### src/hw/rtl/rclfr_pkg.sv
// ----------------------------------------------------------------------------
// rclfr_pkg
// Shared types, constants and the crc-8 step for the rc link frame receiver.
// ----------------------------------------------------------------------------
package rclfr_pkg;

  localparam int unsigned MAX_FRAME_BYTES_DEFAULT = 64;

  localparam logic [7:0] SYNC_VALUE_RESET = 8'hC8;
  localparam logic [5:0] MAX_LEN_RESET    = 6'd62;
  localparam logic [7:0] CRC_POLY         = 8'hD5;
  localparam logic [7:0] TYPE_RC_CHANNELS = 8'h16;
  localparam logic [7:0] MIN_LEN          = 8'd2;

  localparam int unsigned CFG_IDX_W = 2;
  localparam logic [CFG_IDX_W-1:0] REG_SYNC_VALUE = 2'd0;
  localparam logic [CFG_IDX_W-1:0] REG_MAX_LEN    = 2'd1;

  typedef struct packed {
    logic [7:0] sync_value;
    logic [5:0] max_len;
  } rclfr_cfg_t;

  typedef struct packed {
    logic       valid;
    logic [7:0] out_byte;
    logic [5:0] byte_index;
    logic       last;
    logic       crc_ok;
    logic       is_rc_channels;
  } rclfr_result_t;

  function automatic logic [7:0] crc8_step(input logic [7:0] crc, input logic [7:0] data);
    logic [7:0] c;
    c = crc ^ data;
    for (int i = 0; i < 8; i++) begin
      if (c[7]) begin
        c = {c[6:0], 1'b0} ^ CRC_POLY;
      end else begin
        c = {c[6:0], 1'b0};
      end
    end
    return c;
  endfunction

endpackage

### src/hw/rtl/rc_link_frame_receiver.sv
// ----------------------------------------------------------------------------
// rc_link_frame_receiver
// Serial rc link frame receiver with sync hunt, length check and crc-8 check.
// ----------------------------------------------------------------------------
// path: a body byte is held in the s1 input register, then in the output register out_q
// throughput: one byte per cycle while the output is not stalled; the crc-8 step is combinational
// sync and length bytes produce no output transaction
// reset: parser hunts for sync, registers return to 0xC8 and 62, pipeline empty
module rc_link_frame_receiver import rclfr_pkg::*; #(
  parameter int unsigned MAX_FRAME_BYTES = MAX_FRAME_BYTES_DEFAULT
) (
  input  logic                 clk_i,
  input  logic                 rst_ni,
  input  logic                 cfg_valid_i,
  output logic                 cfg_ready_o,
  input  logic [CFG_IDX_W-1:0] cfg_index_i,
  input  logic [7:0]           cfg_data_i,
  input  logic                 in_valid_i,
  output logic                 in_ready_o,
  input  logic [7:0]           rx_byte_i,
  output logic                 out_valid_o,
  input  logic                 out_ready_i,
  output logic [7:0]           out_byte_o,
  output logic [5:0]           byte_index_o,
  output logic                 last_o,
  output logic                 crc_ok_o,
  output logic                 is_rc_channels_o
);

  rclfr_cfg_t    cfg;
  rclfr_result_t res;

  logic       s1_valid_q, s1_valid_d;
  logic [7:0] s1_byte_q;
  logic       out_valid_q, out_valid_d;
  rclfr_result_t out_q;
  logic       out_free;
  logic       step;

  rclfr_cfg_regs u_cfg (
    .clk_i       (clk_i),
    .rst_ni      (rst_ni),
    .cfg_valid_i (cfg_valid_i),
    .cfg_ready_o (cfg_ready_o),
    .cfg_index_i (cfg_index_i),
    .cfg_data_i  (cfg_data_i),
    .cfg_o       (cfg)
  );

  rclfr_parser #(
    .MAX_FRAME_BYTES(MAX_FRAME_BYTES)
  ) u_parser (
    .clk_i  (clk_i),
    .rst_ni (rst_ni),
    .cfg_i  (cfg),
    .step_i (step),
    .byte_i (s1_byte_q),
    .res_o  (res)
  );

  assign out_free   = !out_valid_q || out_ready_i;
  assign step       = s1_valid_q && out_free;
  assign in_ready_o = !s1_valid_q || out_free;

  always_comb begin
    s1_valid_d = s1_valid_q;
    if (in_ready_o) begin
      s1_valid_d = in_valid_i;
    end
    out_valid_d = out_valid_q;
    if (out_free) begin
      out_valid_d = step && res.valid;
    end
  end

  always_ff @(posedge clk_i or negedge rst_ni) begin
    if (!rst_ni) begin
      s1_valid_q  <= 1'b0;
      out_valid_q <= 1'b0;
    end else begin
      s1_valid_q  <= s1_valid_d;
      out_valid_q <= out_valid_d;
    end
  end

  always_ff @(posedge clk_i) begin
    if (in_valid_i && in_ready_o) begin
      s1_byte_q <= rx_byte_i;
    end
    if (step && res.valid) begin
      out_q <= res;
    end
  end

  assign out_valid_o      = out_valid_q;
  assign out_byte_o       = out_q.out_byte;
  assign byte_index_o     = out_q.byte_index;
  assign last_o           = out_q.last;
  assign crc_ok_o         = out_q.crc_ok;
  assign is_rc_channels_o = out_q.is_rc_channels;

endmodule

### src/hw/rtl/rclfr_cfg_regs.sv
// ----------------------------------------------------------------------------
// rclfr_cfg_regs
// Configuration registers: sync byte value and largest accepted length.
// ----------------------------------------------------------------------------
module rclfr_cfg_regs import rclfr_pkg::*; (
  input  logic                 clk_i,
  input  logic                 rst_ni,
  input  logic                 cfg_valid_i,
  output logic                 cfg_ready_o,
  input  logic [CFG_IDX_W-1:0] cfg_index_i,
  input  logic [7:0]           cfg_data_i,
  output rclfr_cfg_t           cfg_o
);

  rclfr_cfg_t cfg_q, cfg_d;

  assign cfg_ready_o = 1'b1;

  always_comb begin
    cfg_d = cfg_q;
    if (cfg_valid_i) begin
      unique case (cfg_index_i)
        REG_SYNC_VALUE: cfg_d.sync_value = cfg_data_i;
        REG_MAX_LEN:    cfg_d.max_len    = cfg_data_i[5:0];
        default:        cfg_d = cfg_q;
      endcase
    end
  end

  always_ff @(posedge clk_i or negedge rst_ni) begin
    if (!rst_ni) begin
      cfg_q.sync_value <= SYNC_VALUE_RESET;
      cfg_q.max_len    <= MAX_LEN_RESET;
    end else begin
      cfg_q <= cfg_d;
    end
  end

  assign cfg_o = cfg_q;

endmodule

### src/hw/rtl/rclfr_parser.sv
// ----------------------------------------------------------------------------
// rclfr_parser
// Frame state machine: sync hunt, length check, body indexing and crc-8.
// ----------------------------------------------------------------------------
module rclfr_parser import rclfr_pkg::*; #(
  parameter int unsigned MAX_FRAME_BYTES = MAX_FRAME_BYTES_DEFAULT
) (
  input  logic          clk_i,
  input  logic          rst_ni,
  input  rclfr_cfg_t    cfg_i,
  input  logic          step_i,
  input  logic [7:0]    byte_i,
  output rclfr_result_t res_o
);

  localparam logic [1:0] PH_HUNT = 2'd0;
  localparam logic [1:0] PH_LEN  = 2'd1;
  localparam logic [1:0] PH_BODY = 2'd2;

  localparam int unsigned LenCap = MAX_FRAME_BYTES - 2;
  localparam logic [7:0] LenCapB = LenCap[7:0];

  logic [1:0] phase_q, phase_d;
  logic [5:0] len_q, len_d;
  logic [5:0] pos_q, pos_d;
  logic [7:0] crc_q, crc_d;
  logic [7:0] type_q, type_d;

  logic [7:0] limit;
  logic [6:0] pos_inc;
  logic       is_last;

  assign limit   = ({2'b00, cfg_i.max_len} <= LenCapB) ? {2'b00, cfg_i.max_len} : LenCapB;
  assign pos_inc = {1'b0, pos_q} + 7'd1;
  assign is_last = pos_inc >= {1'b0, len_q};

  always_comb begin
    phase_d = phase_q;
    len_d   = len_q;
    pos_d   = pos_q;
    crc_d   = crc_q;
    type_d  = type_q;
    res_o   = '0;
    if (step_i) begin
      unique case (phase_q)
        PH_HUNT: begin
          if (byte_i == cfg_i.sync_value) begin
            phase_d = PH_LEN;
          end
        end
        PH_LEN: begin
          if (byte_i < MIN_LEN || byte_i > limit) begin
            phase_d = PH_HUNT;
          end else begin
            len_d   = byte_i[5:0];
            pos_d   = '0;
            crc_d   = '0;
            type_d  = '0;
            phase_d = PH_BODY;
          end
        end
        PH_BODY: begin
          res_o.valid      = 1'b1;
          res_o.out_byte   = byte_i;
          res_o.byte_index = pos_q;
          res_o.last       = is_last;
          if (is_last) begin
            res_o.crc_ok         = (crc_q == byte_i);
            res_o.is_rc_channels = (type_q == TYPE_RC_CHANNELS);
            phase_d = PH_HUNT;
            pos_d   = '0;
          end else begin
            if (pos_q == '0) begin
              type_d = byte_i;
            end
            crc_d = crc8_step(crc_q, byte_i);
            pos_d = pos_inc[5:0];
          end
        end
        default: phase_d = PH_HUNT;
      endcase
    end
  end

  always_ff @(posedge clk_i or negedge rst_ni) begin
    if (!rst_ni) begin
      phase_q <= PH_HUNT;
      len_q   <= '0;
      pos_q   <= '0;
      crc_q   <= '0;
      type_q  <= '0;
    end else begin
      phase_q <= phase_d;
      len_q   <= len_d;
      pos_q   <= pos_d;
      crc_q   <= crc_d;
      type_q  <= type_d;
    end
  end

endmodule
### config.mk
export PLATFORM = sky130hd
export DESIGN_NAME = rc_link_frame_receiver
export DESIGN_NICKNAME = d
export VERILOG_FILES = /design/src/hw/rtl/rclfr_pkg.sv /design/src/hw/rtl/rc_link_frame_receiver.sv /design/src/hw/rtl/rclfr_cfg_regs.sv /design/src/hw/rtl/rclfr_parser.sv
export SDC_FILE = /design/constraint.sdc
export NUM_CORES = 1
export LEC_CHECK = 0
export BUFFER_PORTS_ARGS = -buffer_cell sky130_fd_sc_hd__buf_4
export CAP_MARGIN = 20
export CORE_MARGIN = 2
export CORE_UTILIZATION = 58
export CTS_BUF_LIST = sky130_fd_sc_hd__clkbuf_4 sky130_fd_sc_hd__clkbuf_8 sky130_fd_sc_hd__clkbuf_16
export DETAILED_ROUTE_END_ITERATION = 6
export GPL_TIMING_DRIVEN = 1
export HOLD_SLACK_MARGIN = 0.12
export PLACE_DENSITY_LB_ADDON = 0.12
export SLEW_MARGIN = 10
export SYNTH_ARGS = -nofsm -noshare
export SYNTH_HDL_FRONTEND = slang
export SYNTH_SLANG_ARGS = --single-unit
### constraint.sdc
create_clock -name clk_i -period 3.5 [get_ports clk_i]
set_input_delay 0.875 -clock clk_i [delete_from_list [all_inputs] [get_ports clk_i]]
set_output_delay 0.875 -clock clk_i [all_outputs]
set_load 0.05 [all_outputs]
# == Word-level counts from Yosys, hierarchy flattened ==
# Index checks and enable logic that the tools add are counted.
# classes
div_mod_pow,0
add_sub_neg,1
bitwise_logic,10
n_eq_ne,11
shifts,0
reduce_logical,21
magnitude_cmp,4
mul,0
n_mux,46
# op_table
operator,n
$mux 8,33
$not 5->5,8
$mux 18,2
$pmux 8 s2,2
$mux 6,3
$eq 8x8->1,2
$pmux 6 s2,1
$reduce_and 3->1,4
$eq 8x5->1 const B,1
$gt 8x8->1,1
$lt 8x2->1 const B,1
$mux 2,4
$xor 8x8->8,1
$add 6x1->7 const B,1
$ge 7x6->1,1
$le 6x6->1 const B,1
$logic_not 6->1,1
$ne 2x1->1 const B,3
$pmux 2 s3,1
$reduce_and 2->1,3
$reduce_and 5->1,1
$eq 2x1->1 const B,2
$logic_not 2->1,2
$ne 2x2->1 const B,2
other kinds (7),12
# totals
ff_bits,71
n_memories,0
ramBits,0
in_bits,23
elab_cells,108
mem_bits_ro,0
latch_bits,0

# == Depth between registers and ports, before layout ==
# logic_depth
word_depth,40
depth_mapped,11

# == By module ==
# Synthesis repeated with hierarchy kept, for this count alone.
# unflattened
hier_cells,291
hier_area_um2,3529.6
# by_module_without_submodules
module,cells_per_inst,instances,area_per_inst_um2
rclfr_parser,224,1,2112.0
rc_link_frame_receiver,35,1,862.1
rclfr_cfg_regs,32,1,555.5

# == Worst setup path after synthesis ==
# Ideal clock, no wire load.
# synth_timing
path_kind,flip-flop to flip-flop
start,reg u_parser.pos_q[0]
end,reg u_parser.type_q[5]
setup_ps,121
path_slack_ps,911
stages_incl_launch_ff,11
t_required_ps,3379
synth_period_minus_slack_ps,2589
arrival_ps,2467
path_buffers,0
cell_sequence,dfrtp_1 -> ha_1 -> nand3_1 -> xnor2_1 -> ha_1 -> a21o_1 -> a21oi_1 -> o21ai_1 -> o32ai_1 -> nand4_1 -> a22o_2
# synth_between
elab_chain_len,4
word_cells_on_any_way,6
cone_classes,add/sub (1); order compare (1); eq/ne (2); reduce/logical (2)
# synth_lines
item,line,text
from (decl),rclfr_parser.sv:25,"logic [5:0] pos_q, pos_d;"
from (signal assigned),rclfr_parser.sv:95,pos_q <= pos_d;
$add 6x1->7,rclfr_parser.sv:34,"assign pos_inc = {1'b0, pos_q} + 7'd1;"
$ge 7x6->1,rclfr_parser.sv:35,"assign is_last = pos_inc >= {1'b0, len_q};"
$ne 2x2->1 (no source line),--,
$reduce_and 5->1 (no source line) *,--,
to (signal assigned),rclfr_parser.sv:97,type_q <= type_d;
to (decl),rclfr_parser.sv:27,"logic [7:0] type_q, type_d;"
# Every way passes the cells marked *; elsewhere a longest branch is shown, timed or not.
# A chain may end at the register's enable or synchronous reset.

# == Final worst setup path ==
# Ends and elaborated chain as after synthesis.

==> summary.txt <==
Min path
  – Hold Crit Class: reg2reg

GRT
  – Total congestion overflow: 0
  – Gr usage total: 0.227
  – Largest net degree at the start of global routing: 47
  – Initial antenna violation count: 0
  – Global-route wire length before repair: roughly 13,000 um
  – Vias in the first global route: around 2,600

Yosys
  – Post-Syn Nets: ~350
  – EDFF count, synth: 25
  – FFs w/ async S/R, synth: 0.648
  – Library cells used by synthesis: 60
  – Cell Area, Synth: ~3700 um^2
  – Mapped Cells: 310
  – Most used DFF post-synth: dfrtp_1
  – Post-synthesis register bit count: 71
  – Post-synthesis sequential area ratio: 0.513
  – Synth warnings: 0
  – Synth Area per Inst: ~12 um^2

Clock tree
  – Clock sink total: 71
  – Clk_lat worst skew: 0.35 ns
  – CTS tree: built
  – Clock H-tree levels: 3
  – CTS buffer count: 9
  – Post-CTS setup buffers: 0
  – Clock transition at path regs: ~0.080 ns
  – Maximum buffer depth of the clock tree: 2
  – # resized after CTS: 0
  – Post-CTS Hold Buffers: 0
  – CTS root buf: clkbuf_8

Critical path
  – Worst Setup End Kind: flip-flop
  – Setup CP Type: reg2reg
  – CP required: ~3.7 ns
  – Crit path max fanout: 8
  – Crit path launch type: flip-flop
  – Data arrival time of the worst path: 3.21 ns

Die
  – Core Rows: 29
  – Die H: roughly 84 um
  – Top-Level Pins: between 40 and 50
  – Core Area: 6280 um^2
  – Initial core utilization: 0.593
  – Die X: 84.1 um
  – Die area: 7080 um^2

Layout
  – ANT cells: 0
  – # nets final: just under 400
  – Final Non-Filler Cells: roughly 440
  – Commonest non-fill, non-tap cell in the layout: buf_4
  – Commonest cells after routing, fill and taps aside: buf_4 (43), dfrtp_1 (38), edfxtp_1 (25)
  – Finished Core Util: 0.685
  – Layout cells sized above 1: 0.281
  – Layout area overhead: 15.5%

Placement
  – DP HPWL: around 5200 um
  – Gpl congestion: 0.892
  – Placed cells: roughly 420
  – IO Port Bufs: 41

Route
  – Final ANT Viol Nets: 0
  – Final wirelength: around 7300 um
  – First DRT Iteration DRCs: 142
  – Total number of vias: 2,519
  – DRT Pass-1 Iters: 4
  – Vias per Instance: 5.76
  – Wire per inst: 16.6 um
  – Drt drc: 0

Power and ir drop
  – Static Leakage: approximately 1.9 nW
  – Clock power share: 0.235
  – Reg power frac: 0.358
  – Net Sw Frac: 0.366
  – Power Density: between 700 and 800 nW/um^2
  – Internal power: a little under 2 mW
  – Overall power: just over 3 mW
  – Psw: between 1 and 1.5 mW
  – Comb power frac: 0.408
  – Peak VDD IR: roughly 550 uV

STA
  – RSZ-0062 raised after global routing: no
  – Slew Limit Fails: 0
  – Final hold vios: 0
  – Setup violators final: 0
  – Final Cycle Share: 0.848
  – Worst Tran Pin Value: 0.816 ns
  – Clk_skew: between 0.006 and 0.007 ns
  – Slew margin rel.: 0.455
  – Clock period minus worst slack: about 3 ns
  – Post-route setup TNS: 0 ns
  – Max Fclk: 337 MHz

Flow run
  – Max_cap viols: 0

Outcome
  – Status: finished, final reports clean
==> cells in the mapped netlist, types with 3 or more instances <==
cell      count  area, um^2
a22o_1        7        61.3
a32o_1        3        30.0
and2_1       10        62.6
buf_6         3        33.8
dfrtp_1      38         951
dfstp_2       8         210
edfxtp_1     25         751
ha_1         18         225
inv_1        19        71.3
mux2_2       20         225
nand2_1      22        82.6
nand2b_1      3        18.8
nand3_1      11        55.1
nand3b_1      4        30.0
nand4_1       3        18.8
nor2_1       13        48.8
nor3_1        7        35.0
nor4_1        4        25.0
nor4b_1       3        26.3
o21ai_0       4        20.0
o221ai_1      5        43.8
xnor2_1      21         184
xor2_1       13         114
==> routing by layer <==
layer	wire (um)	vias to the layer above	global-route usage
met2	3560	66	0.374
met1	3190	1233	0.303
met4	110	0	0.0806
li1	-	1211	-
met3	403	9	0.0435
met5	0	-	0
==> worst max-delay path, stage by stage, from the launching register on <==
cell and delay, ns:
dfrtp_1 0.41, ha_1 0.25, nand3_1 0.13, xnor2_1 0.23, ha_1 0.29, a21o_1 0.19
a21oi_1 0.13, o21ai_1 0.24, o32ai_1 0.33, nand4_1 0.31, a22o_2 0.36
==> cell families after synthesis <==
logic type | after synthesis | share of synthesized area
buffers and inverters | 28 | 0.0363
AOI/OAI and AO/OA | 42 | 0.0975
DFF | 71 | 0.513
muxes | 20 | 0.0605
and+or+nand+nor | 94 | 0.140
adders and majority gates | 18 | 0.0605
other | 1 | 0.00101
xor gates and xnor gates | 36 | 0.0907
==> path summary, 6_finish.rpt <==
path	startpoint	to	slack (ns)	cells after the start
max in group asynchronous	rst_ni	u_parser.phase_q[0]$_DFFE_PN0P_	2.58	1
min in group asynchronous	rst_ni	u_parser.len_q[3]$_DFFE_PN0P_	0.52	1
setup reg to reg	u_parser.pos_q[0]$_DFFE_PN0P_	u_parser.type_q[5]$_DFFE_PN0P_	0.53	10
hold / removal	u_parser.len_q[0]$_DFFE_PN0P_	u_parser.len_q[0]$_DFFE_PN0P_	0.50	2
setup / recovery	u_parser.pos_q[0]$_DFFE_PN0P_	u_parser.type_q[5]$_DFFE_PN0P_	0.53	10
hold reg to reg	u_parser.len_q[0]$_DFFE_PN0P_	u_parser.len_q[0]$_DFFE_PN0P_	0.50	2
==> metrics by stage <==
step	area (um^2)	hold slack (ns)	setup WS, ns
2_1_floorplan	3720	0.454	0.911
3_3_place_gp	4080	0.479	0.645
3_5_place_dp	4080	0.492	0.553
4_1_cts	4300	0.508	0.511
5_1_grt	4300	0.531	0.237
6_report	4300	0.500	0.531
==> sequential cells by signal (all words and copies together), names as in the netlist <==
| register | count |
|---|---|
| u_parser.phase_q | 2 |
| is_rc_channels_o | 1 |
| crc_ok_o | 1 |
| last_o | 1 |
| out_valid_o | 1 |
| u_cfg.cfg_o | 14 |
| u_parser.len_q | 6 |
| u_parser.pos_q | 6 |
| s1_valid_q | 1 |
| u_parser.crc_q | 8 |
| s1_byte_q | 8 |
| u_parser.type_q | 8 |
| byte_index_o | 6 |
| out_byte_o | 8 |
==> power by group through the flow <==
| stage | clock, mW | combinational (mW) | sequential, mW |
|---|---|---|---|
| after floorplan | 0 | 0.996 | 1.08 |
| after global placement | 0 | 1.22 | 1.11 |
| after detailed placement | 0 | 1.25 | 1.11 |
| after CTS | 0.734 | 1.26 | 1.10 |
| after global routing | 0.775 | 1.41 | 1.12 |
| final | 0.720 | 1.25 | 1.10 |
==> final cells by class <==
cell class                 count  area [um^2]
clock buffer                   9          124
clock inverter                 7         96.3
fill                         479         1980
inverter                      19         71.3
multi-input combinational    211         1680
sequential                    71         1910
tap                           77         96.3
timing repair buffer          43          323
Note: power is estimated with default switching activity, not from simulation.
